$ cat config.mk
export PLATFORM = sky130hd
export DESIGN_NAME = scs_ctrl
export DESIGN_NICKNAME = d
export VERILOG_FILES = /design/src/design/scs_pkg.sv /design/src/design/scs_ctrl.sv
export SDC_FILE = /design/constraint.sdc
export NUM_CORES = 1
export LEC_CHECK = 0
export ABC_AREA = 1
export BUFFER_PORTS_ARGS = -buffer_cell sky130_fd_sc_hd__buf_2
export CAP_MARGIN = 20
export CORE_UTILIZATION = 50
export CTS_CLUSTER_DIAMETER = 80
export DETAILED_ROUTE_END_ITERATION = 16
export MAX_ROUTING_LAYER = met4
export PLACE_DENSITY = 0.73
export SLEW_MARGIN = 20
export SYNTH_ARGS = -nofsm -noshare
export SYNTH_HDL_FRONTEND = slang
export SYNTH_SLANG_ARGS = --single-unit
$ cat constraint.sdc
create_clock -name clk -period 1.7 [get_ports clk]
set_clock_uncertainty 0.15 [all_clocks]
set_input_delay 0.17 -clock clk [delete_from_list [all_inputs] [get_ports clk]]
set_output_delay 0.17 -clock clk [all_outputs]
set_load 0.02 [all_outputs]
$ cat src/design/scs_pkg.sv
// Shared types and constants for the Shi-Tomasi corner score block.
`timescale 1ns / 1ps
package scs_pkg;

	localparam int WIN_COLS   = 9;
	localparam int WIN_ROWS   = 7;
	localparam int ACC_STEPS  = 7;
	localparam int ROOT_STEPS = 24;
	localparam int CNT_W      = 5;
	localparam int ADDR_W     = 3;

	localparam logic [11:0] IMAGE_WIDTH_RST = 12'd640;
	localparam logic [15:0] SCORE_GAIN_RST  = 16'd1311;

	typedef enum logic {
		REG_IMAGE_WIDTH = 1'b0,
		REG_SCORE_GAIN  = 1'b1
	} reg_sel_t;

	typedef struct packed {
		logic [7:0] pixel_value;
		logic       start_of_frame;
	} scs_in_t;

	typedef struct packed {
		logic [30:0] corner_score;
		logic [10:0] center_x;
		logic [10:0] center_y;
		logic        window_valid;
	} scs_out_t;

	typedef enum logic [3:0] {
		ST_CLEAR,
		ST_IDLE,
		ST_READ,
		ST_LOAD,
		ST_ACC,
		ST_SQ1,
		ST_SQ2,
		ST_RINIT,
		ST_ROOT,
		ST_MUL,
		ST_OUT
	} state_t;

	typedef struct packed {
		logic clear;
		logic accept;
		logic load;
		logic acc;
		logic sq1;
		logic sq2;
		logic rinit;
		logic root;
		logic mul;
		logic out_load;
	} scs_cmd_t;

	typedef struct packed {
		logic win_ok;
		logic clr_last;
	} scs_sts_t;

endpackage

$ cat src/design/scs_ctrl.sv
// Controller state machine sequencing one pixel through the datapath.
`timescale 1ns / 1ps
module scs_ctrl (
	input  logic              clk,
	input  logic              arst_n,
	input  logic              in_valid,
	output logic              in_ready,
	output logic              out_valid,
	input  logic              out_ready,
	input  scs_pkg::scs_sts_t sts,
	output scs_pkg::scs_cmd_t cmd
);
	import scs_pkg::*;

	state_t           state_q, state_nx;
	logic [CNT_W-1:0] cnt_q;
	logic             out_valid_q;

	always_ff @(posedge clk or negedge arst_n) begin
		if (!arst_n)
			state_q <= ST_CLEAR;
		else
			state_q <= state_nx;
	end

	always_ff @(posedge clk or negedge arst_n) begin
		if (!arst_n) begin
			cnt_q <= '0;
		end else if (state_q == ST_ACC || state_q == ST_ROOT) begin
			cnt_q <= cnt_q + 1'b1;
		end else begin
			cnt_q <= '0;
		end
	end

	always_comb begin
		state_nx = state_q;
		unique case (state_q)
			ST_CLEAR: if (sts.clr_last) state_nx = ST_IDLE;
			ST_IDLE:  if (in_valid) state_nx = ST_READ;
			ST_READ:  state_nx = ST_LOAD;
			ST_LOAD:  state_nx = sts.win_ok ? ST_ACC : ST_OUT;
			ST_ACC:   if (cnt_q == CNT_W'(ACC_STEPS - 1)) state_nx = ST_SQ1;
			ST_SQ1:   state_nx = ST_SQ2;
			ST_SQ2:   state_nx = ST_RINIT;
			ST_RINIT: state_nx = ST_ROOT;
			ST_ROOT:  if (cnt_q == CNT_W'(ROOT_STEPS - 1)) state_nx = ST_MUL;
			ST_MUL:   state_nx = ST_OUT;
			ST_OUT:   if (!out_valid_q || out_ready) state_nx = ST_IDLE;
			default:  state_nx = ST_IDLE;
		endcase
	end

	always_comb begin
		cmd          = '0;
		cmd.clear    = state_q == ST_CLEAR;
		cmd.accept   = (state_q == ST_IDLE) && in_valid;
		cmd.load     = state_q == ST_LOAD;
		cmd.acc      = state_q == ST_ACC;
		cmd.sq1      = state_q == ST_SQ1;
		cmd.sq2      = state_q == ST_SQ2;
		cmd.rinit    = state_q == ST_RINIT;
		cmd.root     = state_q == ST_ROOT;
		cmd.mul      = state_q == ST_MUL;
		cmd.out_load = (state_q == ST_OUT) && (!out_valid_q || out_ready);
	end

	always_ff @(posedge clk or negedge arst_n) begin
		if (!arst_n)
			out_valid_q <= 1'b0;
		else if (cmd.out_load)
			out_valid_q <= 1'b1;
		else if (out_ready)
			out_valid_q <= 1'b0;
	end

	assign in_ready  = state_q == ST_IDLE;
	assign out_valid = out_valid_q;

	a_root_bound: assert property (@(posedge clk) disable iff (!arst_n)
		state_q == ST_ROOT |-> cnt_q < CNT_W'(ROOT_STEPS))
		else $error("root step count overran");

	a_no_overwrite: assert property (@(posedge clk) disable iff (!arst_n)
		cmd.out_load |-> (!out_valid_q || out_ready))
		else $error("result beat overwritten before taken");

	a_read_then_load: assert property (@(posedge clk) disable iff (!arst_n)
		state_q == ST_READ |=> state_q == ST_LOAD)
		else $error("line store read not followed by load");

endmodule

-- Word level (Yosys, flattened, before mapping)
Cells that the tools add are included.
- flip-flop bits (word level): 10
- word-level logic and storage cells: 39
- add/sub/neg operators: 1
- eq/ne operators: 17
- multiplexer cells: 10
- reductions and logical operators: 8
- operators by type and width (kind ; count):
    4-bit one-hot mux with 11 select lines ; 1
    4-bit 2-to-1 mux ; 6
    4-bit by 3-bit equality test with 1-bit output (second input constant) ; 4
    4-bit equality test (second input constant) ; 3
    4-bit by 2-bit equality test with 1-bit output (second input constant) ; 2
    2-bit inequality test (second input constant) ; 3
    5-bit by 1-bit adder with 5-bit output (second input constant) ; 1
    5-bit by 3-bit equality test with 1-bit output (second input constant) ; 1
    5-bit equality test (second input constant) ; 1
    5-bit 2-to-1 mux ; 1
    5-bit AND reduction ; 1
    4-bit by 1-bit equality test with 1-bit output (second input constant) ; 1
    4-bit zero test ; 1
    2-bit by 1-bit inequality test with 1-bit output (second input constant) ; 2
    1-bit logical AND ; 2
    1-bit logical OR ; 2
    1-bit 2-to-1 mux ; 2
    2-bit nonzero test ; 1
    1-bit zero test ; 1

-- Longest topological paths before layout
- depth in word-level cells: 4
- gate-level depth with buffers: 10

-- Worst setup path before layout
No wires, ideal clock.
- path kind: register -> output
- start point: register state_q[2]
- end point: output port cmd[8] (netlist bit)
- arrival: 1.155 ns
- required time: 1.380 ns
- path slack: 0.225 ns
- cell stages (with the launch flop): 6
- path buffers: 0
- cells stage by stage: dfrtp_1 > nor2_1 > inv_2 > nor2_4 > inv_1 > nor2_1
- RTL lines (what ; line ; source):
    start, declared ; scs_ctrl.sv:15 ; state_t state_q, state_nx;
    start signal, assigned ; scs_ctrl.sv:23 ; state_q <= state_nx;
    end, declared ; scs_ctrl.sv:11 ; output scs_pkg::scs_cmd_t cmd

==> metrics.md <==
| Metric | Value |
|---|---|
| Post-DRT Antenna Nets | 0 |
| Worst slew pin tran | roughly 0.23 ns |
| Post CTS Setup Buffer Count | 0 |
| Worst hold path class | input pin to asynchronous set/reset pin |
| First-pass GRT wire length | 2060 um |
| Core box area | 1320 um^2 |
| RSZ-0062 raised after global routing | yes |
| Mapped Area | 717 um^2 |
| Final setup TNS | 0 ns |
| Buf/Inv on CP | 3 |
| Vias in the first global route | 512 |
| Gpl congestion | 0.830 |
| Layout cells sized above 1 | between 30 and 40% |
| Cell count after placement | 129 |
| Largest fanout on the critical path | 5 |
| Worst Path Required | roughly 1.4 ns |
| Initial core utilization | 54.4% |
| Die Height | 39.9 um |
| Final #Nets | between 100 and 150 |
| Synth Area per Inst | about 7.4 um^2 |
| Final Power | 1.31 mW |
| Critical Path AT | ~1.3 ns |
| Fmax | ~620 MHz |
| Input/output buffers | 17 |
| Largest net degree at the start of global routing | 11 |
| Pre-CTS setup slack | 0.312 ns |
| Hpwl dp | about 1100 um |
| GR Overflow Total | 0 |
| Leak | roughly 0.53 nW |
| Top-area cell type share of the netlist area | 34.9% |
| Drt first pass iters | 3 |
| Startpoint types | register |
| Power Dens Cells | 1480 nW/um^2 |
| CTS tree | built |
| DIE AREA | 1590 um^2 |
| Initial antenna violation count | 0 |
| # IOs | 18 |
| Area growth from synthesis to layout | 23.4% |
| Max Cap Violations | 0 |
| Crit-path cells | nor2_2, inv_2, nor2_4, inv_1, nor2_1, buf_4 |
| Yosys top cell by area | dfrtp_1 |
| Max incr delay on CP | 0.43 ns |
| Clk sinks | 10 |
| Cell variety after synth | 20 |
| Seq/Total Area, Yosys | 34.9% |
| Worst slew margin | 84.7% |
| Final worst path period need | around 1.6 ns |
| CTS buffer count | 3 |
| Total number of vias | 635 |
| ANT cells | 0 |
| Period utilisation layout | 94.2% |
| Critical Path Sink Type | output port |
| Main synth FF type | dfrtp_1 |
| Final-report hold violation count | 0 |
| Starting DRT DRC Count | 9 |
| Rows | 13 |
| Most frequent cells in the layout | 16 x inv_1, 16 x buf_2, 14 x nand2_1 |
| # setup viols final | 0 |
| Slowest-stage cell, CP | dfrtp_1 |
| Worst skew pair latency | roughly 0.25 ns |
| Clock slew at reported path FFs | 0.06 ns |
| Synth area leaders | dfrtp_1 35%, inv_1 8.4%, nand2_1 7.9% |
| Final Non-Filler Cells | 135 |
| Syn Nets | 105 |
| CP top delay family | flip-flops |
| Yosys warnings | 0 |
| CTS Buffer Depth | 2 |
| Via density | ~4.7 |
| Fin. max-slew vios | 0 |
| Status | finished clean |
| Syn Inst Count | 97 |
| Worst VDD drop | 0.944 mV |
| Root Driver | clkbuf_4 |
| Final hold slack | 0.159 ns |
| CTS H-tree depth | 1 |
| DRC viols | 0 |
| Crit Path Category | register to output port |
| Synth async-reset ratio | 100% |
| Final Routed Wirelength | 1320 um |
| Die X | 39.9 um |
| #FFs+latches synth | 10 |
| Total track usage | between 20% and 30% |
| Wire length per cell | 9.74 um |
| Number of synthesized flops with an enable pin | 0 |
| Final setup margin | 0.0981 ns |
## metal layers
| layer | vias up | wire, um | global-route usage [%] |
|---|---|---|---|
| met5 | - | 0 | - |
| met4 | 0 | 8 | 2.59 |
| met3 | 2 | 60 | 10.2 |
| met2 | 11 | 590 | 31.0 |
| met1 | 282 | 656 | 26.1 |
| li1 | 340 | - | - |
## logic make-up after synthesis
family | Yosys count | synth area share [%]
AND/OR/NAND/NOR | 55 | 43.1
adder cells (fa/ha/maj) | 2 | 3.49
buffers and inverters | 22 | 11.5
XOR/XNOR | 2 | 2.44
flip-flops | 10 | 34.9
AO/OA/AOI/OAI | 6 | 4.54
## repair_timing
item / in CTS / in global routing
endpoints found under the hold margin: 12 / 0
resized for setup: 0 / 5
setup endpoints to repair: 0 / 2
hold buffers: 3 / 0
## final timing paths
| kind | startpoint | end | slack, ns | cells past startpoint |
|---|---|---|---|---|
| setup / recovery | state_q[2] | cmd[8] | 0.1 | 6 |
| hold / removal | arst_n | cnt_q[3] | 0.16 | 2 |
| setup reg to reg | cnt_q[0] | state_q[3] | 0.32 | 8 |
| hold reg to reg | cnt_q[0] | cnt_q[0] | 0.34 | 1 |
| max in group asynchronous | arst_n | state_q[0] | 1.02 | 2 |
| min in group clk | in_valid | state_q[3] | 0.16 | 5 |
## state kept, by name, summed over array words and instances (netlist names)
signal / cells
cnt_q: 5
out_valid: 1
state_q: 4
## Yosys cell counts, types with 2 or more instances
cell type,n
o21ai_0,3
nand3_1,8
nand2_2,7
nand2_4,3
nand2_1,15
inv_2,6
inv_1,16
nor2_4,5
dfrtp_1,10
ha_1,2
nor2_1,12
xnor2_1,2
## power breakdown
part	switching [mW]	leakage (nW)	internal (mW)
sequential	0.0797	0.133	0.302
clock	0.0681	0.0138	0.0810
combinational	0.518	0.383	0.264
total	0.666	0.530	0.647
## layout make-up
cell class,instances,area [um^2]
fill,117,433
multi-input combinational,65,389
sequential,10,251
timing repair buffer,20,118
inverter,22,85.1
clock buffer,3,22.5
tap,15,18.8
## per-stage QoR
stage | utilization (%) | instance area [um^2]
floorplan | - | 717
detailed placement | 62.3 | 821
global placement | 62.3 | 821
finish | 67.1 | 885
CTS | 66.3 | 873
global route | 67.1 | 885
No activity file was read; power rests on OpenSTA's default activity.
